$ cat src/rtl/cht_pkg.sv
// shared types and constants for the chained hash table
package cht_pkg;

  localparam int KEY_W = 31;
  localparam int MOD_W = 8;

  localparam logic [1:0] REQ_INSERT = 2'd0;
  localparam logic [1:0] REQ_SEARCH = 2'd1;
  localparam logic [1:0] REQ_READ   = 2'd2;
  localparam logic [1:0] REQ_CLEAR  = 2'd3;

  localparam logic [2:0] ST_OK        = 3'd0;
  localparam logic [2:0] ST_DUPLICATE = 3'd1;
  localparam logic [2:0] ST_FULL      = 3'd2;
  localparam logic [2:0] ST_BAD_POS   = 3'd3;
  localparam logic [2:0] ST_NOT_FOUND = 3'd4;

  localparam logic [31:0]      NONE_KEY         = 32'hFFFF_FFFF;
  localparam logic [MOD_W-1:0] BUCKET_COUNT_RST = 8'd100;

  typedef struct packed {
    logic [1:0]       req_type;
    logic [KEY_W-1:0] key;
    logic [6:0]       bucket_index;
    logic [3:0]       entry_position;
  } in_item_t;

  typedef struct packed {
    logic [2:0]         status;
    logic signed [31:0] result_key;
    logic [3:0]         bucket_fill;
  } out_item_t;

endpackage

$ cat src/rtl/cht_divider.sv
// iterative restoring remainder unit, one key bit per cycle
module cht_divider (
  input  logic                        clk,
  input  logic                        rst,
  input  logic                        start,
  input  logic [cht_pkg::KEY_W-1:0]   dividend,
  input  logic [cht_pkg::MOD_W-1:0]   divisor,
  output logic                        done,
  output logic [cht_pkg::MOD_W-1:0]   remainder
);

  localparam int CNT_W = $clog2(cht_pkg::KEY_W);

  logic                        busy;
  logic [CNT_W-1:0]            cnt;
  logic [cht_pkg::KEY_W-1:0]   dvd;
  logic [cht_pkg::MOD_W-1:0]   dsr;
  logic [cht_pkg::MOD_W:0]     trial;

  // partial remainder stays below the divisor, so trial fits one extra bit
  assign trial = {remainder, dvd[cht_pkg::KEY_W-1]};

  always_ff @(posedge clk) begin
    if (rst) begin
      busy <= 1'b0;
      done <= 1'b0;
    end else begin
      done <= 1'b0;
      if (start) begin
        busy      <= 1'b1;
        dvd       <= dividend;
        dsr       <= divisor;
        remainder <= '0;
        cnt       <= CNT_W'(cht_pkg::KEY_W - 1);
      end else if (busy) begin
        if (trial >= {1'b0, dsr}) begin
          remainder <= cht_pkg::MOD_W'(trial - {1'b0, dsr});
        end else begin
          remainder <= trial[cht_pkg::MOD_W-1:0];
        end
        dvd <= {dvd[cht_pkg::KEY_W-2:0], 1'b0};
        cnt <= cnt - 1'b1;
        if (cnt == '0) begin
          busy <= 1'b0;
          done <= 1'b1;
        end
      end
    end
  end

endmodule
$ cat config.mk
export PLATFORM = sky130hd
export DESIGN_NAME = cht_divider
export DESIGN_NICKNAME = d
export VERILOG_FILES = /design/src/rtl/cht_pkg.sv /design/src/rtl/cht_divider.sv
export SDC_FILE = /design/constraint.sdc
export NUM_CORES = 1
export LEC_CHECK = 0
export ABC_AREA = 1
export BUFFER_PORTS_ARGS = -buffer_cell sky130_fd_sc_hd__clkbuf_2
export CAP_MARGIN = 20
export CORE_UTILIZATION = 46
export CTS_BUF_LIST = sky130_fd_sc_hd__clkbuf_8
export CTS_CLUSTER_DIAMETER = 120
export CTS_CLUSTER_SIZE = 28
export DETAILED_ROUTE_END_ITERATION = 8
export PLACE_DENSITY = 0.77
export SYNTH_ARGS = -nofsm -noshare
export SYNTH_HDL_FRONTEND = slang
export SYNTH_SLANG_ARGS = --single-unit
export TNS_END_PERCENT = 100
$ cat constraint.sdc
create_clock -name clk -period 3.3 [get_ports clk]
set_input_delay 0.165 -clock clk [delete_from_list [all_inputs] [get_ports clk]]
set_output_delay 0.165 -clock clk [all_outputs]
set_load 0.01 [all_outputs]
# Word-level counts from Yosys, hierarchy flattened
# Index checks and enable logic that the tools add are counted.
[op_classes]
addsub = 2
n_mux = 9
bitwise_logic = 2
n_lt_le_gt_ge = 1
reduce_logical = 5
[ops]
columns = ["cell", "n"]
rows = [
  ["two-way mux 31 bit", 2],
  ["two-way mux 8 bit", 2],
  ["greater-or-equal comparator 9 x 8 -> 1 bit", 1],
  ["subtractor 8 bit", 1],
  ["logical NOT 5 bit", 1],
  ["two-way mux 5 bit", 1],
  ["subtractor 5 x 1 -> 5 bit, second input constant", 1],
  ["two-way mux 1 bit", 4],
  ["AND reduction 2 bit", 2],
  ["OR reduction 3 bit", 1],
  ["NOT 1 bit", 2],
  ["nonzero test 2 bit", 1],
]
[totals]
ff_bits = 54
out_inout_bits = 9
inputBits = 42
elab_cells = 25

# Logic depth before layout (Yosys ltp)
# Gate-level depths: netlist of the first run.
[depth]
ltp_word = 4
depth_mapped = 12
mapped_depth_nobuf = 12

# Worst setup path before layout of the first run
# No wires, ideal clock.
[synth_timing]
kind = "in2reg"
start = "input start"
end = "register cnt[0] (enable)"
path_slack_ns = -0.026
cell_stages = 4
arrival_time_ns = 2.865
required_time_ns = 2.840
n_path_buf = 2
cell_sequence = "buf_2 > clkinv_1 > clkbuf_1 > a21oi_1"
[synth_between]
elab_chain_cells = 2
[synth_rtl]
columns = ["item", "line_no", "text"]
rows = [
  ["start, declared", "cht_divider.sv:5", "input logic start,"],
  ["nonzero test 2 bit (no source line)", "--", ""],
  ["AND reduction 2 bit (no source line)", "--", ""],
  ["end signal, assigned", "cht_divider.sv:34", "cnt <= CNT_W'(cht_pkg::KEY_W - 1);"],
  ["end signal, assigned", "cht_divider.sv:42", "cnt <= cnt - 1'b1;"],
  ["end, declared", "cht_divider.sv:15", "logic [CNT_W-1:0] cnt;"],
]
# Every way passes these cells.
# A chain may end at the register's enable or synchronous reset.

# Worst setup path in the final report of the first run
[layout_timing]
start = "register remainder[4] (netlist bit)"
end = "register remainder[5] (netlist bit) (data pin)"
[layout_between]
elab_chain_cells = 3
[layout_rtl]
columns = ["item", "line_no", "text"]
rows = [
  ["start, declared", "cht_divider.sv:9", "output logic [cht_pkg::MOD_W-1:0] remainder"],
  ["start signal, assigned", "cht_divider.sv:37", "remainder <= cht_pkg::MOD_W'(trial - {1'b0, dsr});"],
  ["start signal, assigned", "cht_divider.sv:39", "remainder <= trial[cht_pkg::MOD_W-1:0];"],
  ["subtractor 8 bit or greater-or-equal comparator 9 x 8 -> 1 bit (tied branches)", "cht_divider.sv:37, cht_divider.sv:36", ""],
  ["two-way mux 8 bit *", "cht_divider.sv:36", "if (trial >= {1'b0, dsr}) begin"],
  ["two-way mux 8 bit *", "cht_divider.sv:35", "end else if (busy) begin"],
]
# Mark *: on every way between the ends. The rest lies on a longest branch, timed or not. The select of a mux whose other input is x is not followed.

==> flow_summary.toml, run 1 <==
[yosys]
synth_most_common_cell = "nand2_1"
yosys-top-cells-count = "nand2_1 (137), edfxtp_1 (52), inv_1 (36)"
syn_inst = 317
synth-compound-area-share = 0.0219
synth-main-ff-cell = "edfxtp_1"
synthArstFlopShare = 0
seq_area_frac_synth = 0.562
synth_nets = 369
synth_adder_area_share = 0.0465
syn_area_um2 = 2850
ys_warn_count = 0
synthSimpleGateAreaFrac = 0.288
synth_xor_area_frac = 0.00921
synth-edff-count = 52
yosysTopAreaCell = "edfxtp_1"
synth_mux_area_frac = 0
synth_area_per_cell_um2 = 9.00
ys_seq_elements = 54
yosysTopAreaCellShare = 0.548
synthTopCellsByArea = "edfxtp_1 (55%), nand2_1 (18%), inv_1 (4.7%)"
synth_top_family_by_area = "simple AND/OR/NAND/NOR gates"
ys_types = 30

[pwr]
ir_drop_mv = 0.346
p_int_w = 0.00111
p_total_w = 0.00155
pwr-share-seq = 0.542
clock_power_share = 0.240
p_sw_w = 0.000435
pwr-share-comb = 0.219
leakage_nw = 1.63
swShare = 0.281
p_per_area_nw_per_um2 = 470

[floorplan]
dieArea_um2 = 6520
core_area_um2 = 5960
start_util = 0.479
die_width_um = 80.7
pin_count = 51
rows = 28
die_y_um = 80.7

[timing]
fmax_mhz = 535
setup_viol = 0
rsz0062_at_grt = "false"
maxSlewViolCount = 0
relSlewSlack = 0.504
setup-tns-final_ps = 0
hold_viol = 0
period_needed_ps = 1870
period_share = 0.567
tightestPinTransition_ps = 741
skew_ps = 8.31
finalWorstSetupSlack_ps = 1430

[outcome]
status = "finished, final reports clean"

[finish]
drive_above_1_share = 0.238
syn_to_final_growth_pct = 15.5
diodes = 0
fin_cells = 445
num-nets-final = 421

[clock_network]
cts_max_level = 2
cts_inserted_buffers = 5
post_cts_buffers = 0
cts_tree = "yes"
clockBufferDepth = 2
cts_resized = 0
root_buffer = "clkbuf_8"
ctsHoldBuffers = 0
path_clk_slew_ps = 90
cts_sinks = 54
clk_latency_ps = 300

[detailed_routing]
remaining_drc_errors = 0
vias = 2096
wirelength_um = 5020
firstDrtPassIters = 4
drtAntennaViolNets = 0
first_iter_violations = 83
routedWlPerCell_um = 11.3
via_per_inst = 4.71

[grt]
antenna_found_initial = 0
grt_usage = 0.173
grt_max_degree = 36
overflow = 0
grt_pass1_wl_um = 8470
grt_pass1_vias = 1971

[setup_path]
crit_path_max_fanout = 7
worstPathRequired_ps = 3380
worstSetupPathType = "reg2reg"
worstPathArrival_ps = 1950
start_kind = "flip-flop"
cp-end-kind = "flip-flop"

[placement]
dpl.cell_count = 437
dp_hpwl_um = 3820
gp_congestion = 0.908
portBuffers = 50
dp_slack_ps = 1450

[job]
maxCapViolations = 0

[hold_path]
hold_path_class = "in2reg"
==> cells by family after synthesis <==
logic type      after synthesis
compound gates               11
xor+xnor                      3
fa+ha+maj                    10
buf+inv                      53
flops                        54
simple gates                186
==> critical path: stages (launching register included) <==
cell and delay (ps):
edfxtp_1 450, ha_1 410, nand2_1 110, nor2_1 200, nand3_2 130, nand4_4 160, nand2_1 80, inv_1 70
nor2_2 40
==> worst paths after layout <==
kind | from | endpoint | slack (ps) | cells after the start
min | divisor[7] | dsr[7]$_DFFE_PP_ | 30 | 1
max reg2reg | remainder[4]$_SDFFCE_PP0P_ | remainder[5]$_SDFFCE_PP0P_ | 1430 | 8
max | remainder[4]$_SDFFCE_PP0P_ | remainder[5]$_SDFFCE_PP0P_ | 1430 | 8
min reg2reg | dvd[29]$_DFFE_PP_ | dvd[30]$_DFFE_PP_ | 520 | 2
==> flip-flops by register name, indices dropped and copies added, names as in the netlist <==
register,flops
dsr,8
busy,1
dvd,31
cnt,5
remainder,8
done,1
==> per-layer routing <==
metal	part of all wire	vias up	routed length [um]	GRT usage
li1	-	1104	-	-
met1	0.47	926	2340	0.222
met2	0.46	61	2320	0.287
met3	0.061	5	307	0.0494
met4	0.011	0	54	0.0482
met5	0	-	0	0
==> layout by cell type (no fill, tap or decap), types with 2 or more instances in the layout <==
cell type,count
nand3_1,15
a21oi_1,5
nor2_1,12
edfxtp_1,52
nand2_1,137
ha_1,9
clkbuf_8,6
nand2_2,3
nand3_4,2
nor3_1,2
buf_4,2
xor2_1,2
inv_2,8
nand4_1,2
dfxtp_1,2
nor2_2,8
o21ai_0,3
inv_1,37
clkbuf_2,50
==> layout make-up <==
cell class                      instances  area [um^2]
Clock buffer                            6         82.6
Fill cell                             579         2660
Tap cell                               75         93.8
Sequential cell                        54         1600
Inverter                               45          169
Timing Repair Buffer                   53          285
Multi-Input combinational cell        210         1050
Clock inverter                          2         8.76
==> through the flow <==
| step | cell area, um^2 | utilization | hold slack [ps] |
|---|---|---|---|
| 2_1_floorplan | 2860 | - | 264 |
| 3_3_place_gp | 3200 | 0.538 | 343 |
| 3_5_place_dp | 3200 | 0.538 | 344 |
| 4_1_cts | 3290 | 0.553 | 20.9 |
| 5_1_grt | 3290 | 0.553 | 9.98 |
| 6_report | 3290 | 0.553 | 28.5 |
==> power by group through the flow <==
stage	clock (W)	sequential [W]	combinational [W]
4_1_cts	0.000381	0.000839	0.000341
5_1_grt	0.000407	0.000844	0.000385
6_report	0.000371	0.000838	0.000338
2_1_floorplan	0	0.000855	0.000243
3_5_place_dp	0	0.000855	0.000339
3_3_place_gp	0	0.000853	0.000331
(Power assumes the default switching activity.)
==> inputs of run 2 (changes only) <==
==> constraint.sdc (replaced) <==
create_clock -name clk -period 1.6 [get_ports clk]
set_input_delay 0.08 -clock clk [delete_from_list [all_inputs] [get_ports clk]]
set_output_delay 0.08 -clock clk [all_outputs]
set_load 0.01 [all_outputs]
==> flow_summary.toml, run 2 (synthesis gave the netlist of run 1 again) <==
[clock_network]
cts_inserted_buffers = 5
clk_latency_ps = 300
root_buffer = "clkbuf_8"
cts_max_level = 2
clockBufferDepth = 2
cts_sinks = 54
cts_tree = "yes"
path_clk_slew_ps = 90

[outcome]
violations = "setup timing"
status = "finished with violations"

[setup_path]
worstPathArrival_ps = 1800
worstSetupPathType = "reg2reg"
cp-startpoint = "remainder[4]$_SDFFCE_PP0P_"
cp-end-kind = "flip-flop"
start_kind = "flip-flop"
crit_path_max_fanout = 3
timing.rr.start = "remainder[4]$_SDFFCE_PP0P_"
worstPathRequired_ps = 1660

[timing]
finalWorstSetupSlack_ps = -144
skew_ps = 6.97
hold_viol = 0
setup_viol = 8
period_share = 1.09
fmax_mhz = 574
maxSlewViolCount = 0
period_needed_ps = 1740
rsz0062_at_grt = "true"
tightestPinTransition_ps = 340
relSlewSlack = 0.774

[grt]
overflow = 0
grtUsageMet1 = 0.239
grt_usage = 0.198
grt.busiest_layer = "met2"
grt_pass1_wl_um = 9760
antenna_found_initial = 0
grt_max_degree = 36
grt_use_met2 = 0.359
met3_usage = 0.0382
grt_pass1_vias = 2206

[finish]
top_register = "dvd"
drive_above_1_share = 0.378
layout_common_cells = "nand2_1 (122), edfxtp_1 (52), clkbuf_2 (50)"
largest_reg_flops = 31
num-nets-final = 450
top_regs = "dvd (31), dsr (8), remainder (8)"
layout_commonest_cell = "nand2_1"
syn_to_final_growth_pct = 32.8
diodes = 0

[floorplan]
dieArea_um2 = 6520
die_width_um = 80.7
core_area_um2 = 5960
start_util = 0.479
rows = 28
die_y_um = 80.7
pin_count = 51

[pwr]
ir_drop_mv = 0.724
leakage_nw = 1.80
p_total_w = 0.00359
p_int_w = 0.00258
pwr-share-comb = 0.273
clock_power_share = 0.244
pwr-share-seq = 0.483
swShare = 0.281
p_sw_w = 0.00101
p_per_area_nw_per_um2 = 947

[job]
maxCapViolations = 0

[detailed_routing]
via_per_inst = 4.80
firstDrtPassIters = 4
remaining_drc_errors = 0
first_iter_violations = 111
wirelength_um = 5840
vias = 2276
routedWlPerCell_um = 12.3
drtAntennaViolNets = 0

[placement]
dp_hpwl_um = 4090
gp_congestion = 0.872
portBuffers = 50
dp_slack_ps = -180

[hold_path]
hp-start = "dividend[0]"
hold_path_class = "in2reg"
-- run 2: changes by cell type in the layout (fill, tap and decap cells not counted), sizes merged --
cell         previous run  this run
bufinv                  0         1
clkbuf                 56        55
inv                    45        46
buf                     3        24
clkinv                  2         1
dlygate4sd3             0         8
-- run 2: worst paths after layout --
path	endpoint	slack (ps)	depth (start not counted)
worst min-delay path	dvd[0]$_SDFFCE_PN0P_	40	3
worst min register to register	dvd[30]$_DFFE_PP_	520	2
worst max-delay path	remainder[7]$_SDFFCE_PP0P_	-140	9
worst max register to register	remainder[7]$_SDFFCE_PP0P_	-140	9
-- run 2: power by group through the flow --
stage	logic, W	registers, W	clock network (W)
CTS	0.000929	0.00173	0.000904
detailed placement	0.000843	0.00176	0
global route	0.00109	0.00174	0.000960
global placement	0.000819	0.00176	0
finish	0.000979	0.00173	0.000876
floorplan	0.000569	0.00177	0
-- run 2: critical path: stages (launching register included) --
cell and delay, ps:
edfxtp_1 440, ha_4 280, nand2_2 110, inv_1 100, a21oi_2 180, nand2_1 70
nand2_1 50, nand2_1 50, nor2_1 170, nor2_2 60
-- run 2: cell type report --
class / instances / area, um^2
fillers: 492 / 2170
flip-flops and latches: 54 / 1600
multi-input cells: 210 / 1270
repair buffers: 82 / 536
inverters: 45 / 174
well taps: 75 / 93.8
clock buffers: 5 / 68.8
clock inverters: 3 / 37.5
-- run 2: what timing repair did --
| action | 4_1_cts | 5_1_grt |
|---|---|---|
| setup buffers | 5 | 1 |
| endpoints found under the hold margin | 8 | 0 |
| endpoints found under the setup margin | 8 | 8 |
| hold buffers | 8 | 0 |
| pin swaps | 13 | 6 |
| resized for setup | 22 | 9 |
-- run 2: routing by layer --
layer,vias up,wire length (um)
li1,1163,-
met1,1047,2520
met2,62,2990
met3,4,305
met4,0,27
met5,-,0
-- run 2: stage by stage --
step           TNS [ps]   util  hold WS (ps)  area (um^2)  instances
2_1_floorplan      -121      -           179         2990        317
3_3_place_gp       -500  0.576           260         3430        452
3_5_place_dp       -814  0.576           259         3430        452
4_1_cts            -801  0.625          30.2         3720        473
5_1_grt           -1580  0.636          20.9         3790        474
6_report           -795  0.636          40.3         3790        474
==> inputs of run 3 (changes only) <==
--- a/config.mk
+++ b/config.mk
@@ -8,12 +8,12 @@
 export ABC_AREA = 1
 export BUFFER_PORTS_ARGS = -buffer_cell sky130_fd_sc_hd__clkbuf_2
 export CAP_MARGIN = 20
-export CORE_UTILIZATION = 46
+export CORE_UTILIZATION = 48
 export CTS_BUF_LIST = sky130_fd_sc_hd__clkbuf_8
 export CTS_CLUSTER_DIAMETER = 120
 export CTS_CLUSTER_SIZE = 28
 export DETAILED_ROUTE_END_ITERATION = 8
-export PLACE_DENSITY = 0.77
+export PLACE_DENSITY = 0.8
 export SYNTH_ARGS = -nofsm -noshare
 export SYNTH_HDL_FRONTEND = slang
 export SYNTH_SLANG_ARGS = --single-unit
==> flow_summary.toml, run 3 (synthesis gave the netlist of run 1 again) <==
[finish]
syn_to_final_growth_pct = 31.3
largest_reg_flops = 31
drive_above_1_share = 0.379
final_area_um2 = 3740
fin_cells = 470
diodes = 0
top_register = "dvd"
fill_cells = 466
top_regs = "dvd (31), dsr (8), remainder (8)"
seq_area_um2 = 1600
layout_common_cells = "nand2_1 (119), edfxtp_1 (52), clkbuf_2 (50)"
multi_input_area_um2 = 1280
num-nets-final = 449
layout_commonest_cell = "nand2_1"

[setup_path]
crit_family = "simple AND/OR/NAND/NOR gates"
start_kind = "flip-flop"
ff2ff_path_depth = 9
crit_path_max_fanout = 8
worstSetupPathType = "reg2reg"
path_buf_inv = 0
worstPathRequired_ps = 1670
timing.rr.start = "remainder[2]$_SDFFCE_PP0P_"
worstPathArrival_ps = 1780
r2r_end = "remainder[2]$_SDFFCE_PP0P_"
r2r_setup_slack_ps = -110
cpPeakStageDelay_ps = 440
slowest_stage = "edfxtp_1"
crit_chain = "ha_4 > nand2_4 > nor2_2 > nand2_1 > nand2_2 > nor2_4 > nand3_2 > nand2_2 > nor2_2"
cp-end-kind = "flip-flop"

[hold_path]
hold_end = "dvd[0]$_SDFFCE_PN0P_"
hp-start = "dividend[0]"
hold_path_class = "in2reg"
whs_path_depth = 3

[grt]
antenna_found_initial = 0
grt_pass1_wl_um = 9830
overflow = 0
grt_max_degree = 36
grt_usage = 0.202
grt_pass1_vias = 2323

[clock_network]
cts_inserted_buffers = 5
cts_sinks = 54
clk_latency_ps = 300
cts_tree = "yes"
root_buffer = "clkbuf_8"
path_clk_slew_ps = 90
clockBufferDepth = 2
cts_max_level = 2

[detailed_routing]
wirelength_um = 5880
vias = 2267
drtAntennaViolNets = 0
first_iter_violations = 115
remaining_drc_errors = 0
via_per_inst = 4.82
firstDrtPassIters = 4
routedWlPerCell_um = 12.5

[placement]
gp_congestion = 0.836
dp_hpwl_um = 4240
portBuffers = 50
dpl.cell_count = 452
dpl_cell_area_um2 = 3450

[floorplan]
start_util = 0.508
die_width_um = 79.1
die_y_um = 79.1
pin_count = 51
core_area_um2 = 5610
rows = 27
dieArea_um2 = 6250

[timing]
relSlewSlack = 0.778
finalWorstSetupSlack_ps = -105
hold_viol = 0
skew_ps = 7.33
holdWs_ps = 45.6
rsz0062_at_grt = "true"
period_share = 1.07
setup_viol = 8
maxSlewViolCount = 0
period_needed_ps = 1710
fmax_mhz = 586
setup-tns-final_ps = -767
tightestPinTransition_ps = 333

[outcome]
violations = "setup timing"
status = "finished with violations"

[pwr]
leakage_nw = 1.79
ir_drop_mv = 0.646
p_per_area_nw_per_um2 = 913

[job]
maxCapViolations = 0
-- run 3: changes by cell type in the layout (fill, tap and decap cells not counted), moves of 2 or more --
| cell | change |
|---|---|
| nand3_1 | +2 |
| nand2_1 | -3 |
| nand3_2 | -2 |
| nand2_2 | +2 |
-- run 3: worst min-delay path, delay by kind of cell --
kind / cells / cell delay, ps
buf+inv: 2 / 120
simple gates: 1 / 50
-- run 3: layout make-up --
| cell class | count | share of cell area |
|---|---|---|
| Clock inverter | 3 | 0.00301 |
| Sequential cell | 54 | 0.428 |
| Timing Repair Buffer | 81 | 0.138 |
| Multi-Input combinational cell | 210 | 0.343 |
| Tap cell | 72 | 0.0241 |
| Clock buffer | 5 | 0.0184 |
| Inverter | 45 | 0.0465 |
-- run 3: routing by layer --
layer | GRT usage | up-vias | routed length, um
met3 | 0.0345 | 6 | 235
met1 | 0.236 | 1051 | 2520
met5 | 0 | - | 0
met4 | 0.0655 | 0 | 49
met2 | 0.373 | 52 | 3070
li1 | - | 1158 | -
-- run 3: worst max-delay path by stage --
stage	cells past startpoint	end	slack (ps)	start
detailed placement	10	remainder[6]$_SDFFCE_PP0P_	-150	dsr[0]$_DFFE_PP_
global placement	10	remainder[6]$_SDFFCE_PP0P_	-110	dsr[0]$_DFFE_PP_
finish	9	remainder[2]$_SDFFCE_PP0P_	-110	remainder[2]$_SDFFCE_PP0P_
CTS	10	remainder[5]$_SDFFCE_PP0P_	-90	remainder[1]$_SDFFCE_PP0P_
global route	9	remainder[3]$_SDFFCE_PP0P_	-190	remainder[2]$_SDFFCE_PP0P_
floorplan	10	remainder[2]$_SDFFCE_PP0P_	-20	remainder[3]$_SDFFCE_PP0P_
-- run 3: through the flow --
step / utilization / total power (W) / setup WS, ps
2_1_floorplan: - / 0.00234 / -20.2
3_3_place_gp: 0.615 / 0.00259 / -110
3_5_place_dp: 0.615 / 0.00263 / -154
4_1_cts: 0.657 / 0.00339 / -91.1
5_1_grt: 0.668 / 0.00361 / -190
6_report: 0.668 / 0.00342 / -105
-- run 3: report_power, final --
group | internal (W) | switching [W]
clock network | 0.000293 | 0.000416
registers | 0.00169 | 0.0000450
logic | 0.000427 | 0.000551
-- run 3: what timing repair did --
action | 4_1_cts | 5_1_grt
endpoints found under the setup margin | 8 | 8
endpoints found under the hold margin | 8 | 0
hold buffers | 8 | 0
setup buffers | 2 | 0
gates resized for setup | 17 | 17
pin swaps | 12 | 10
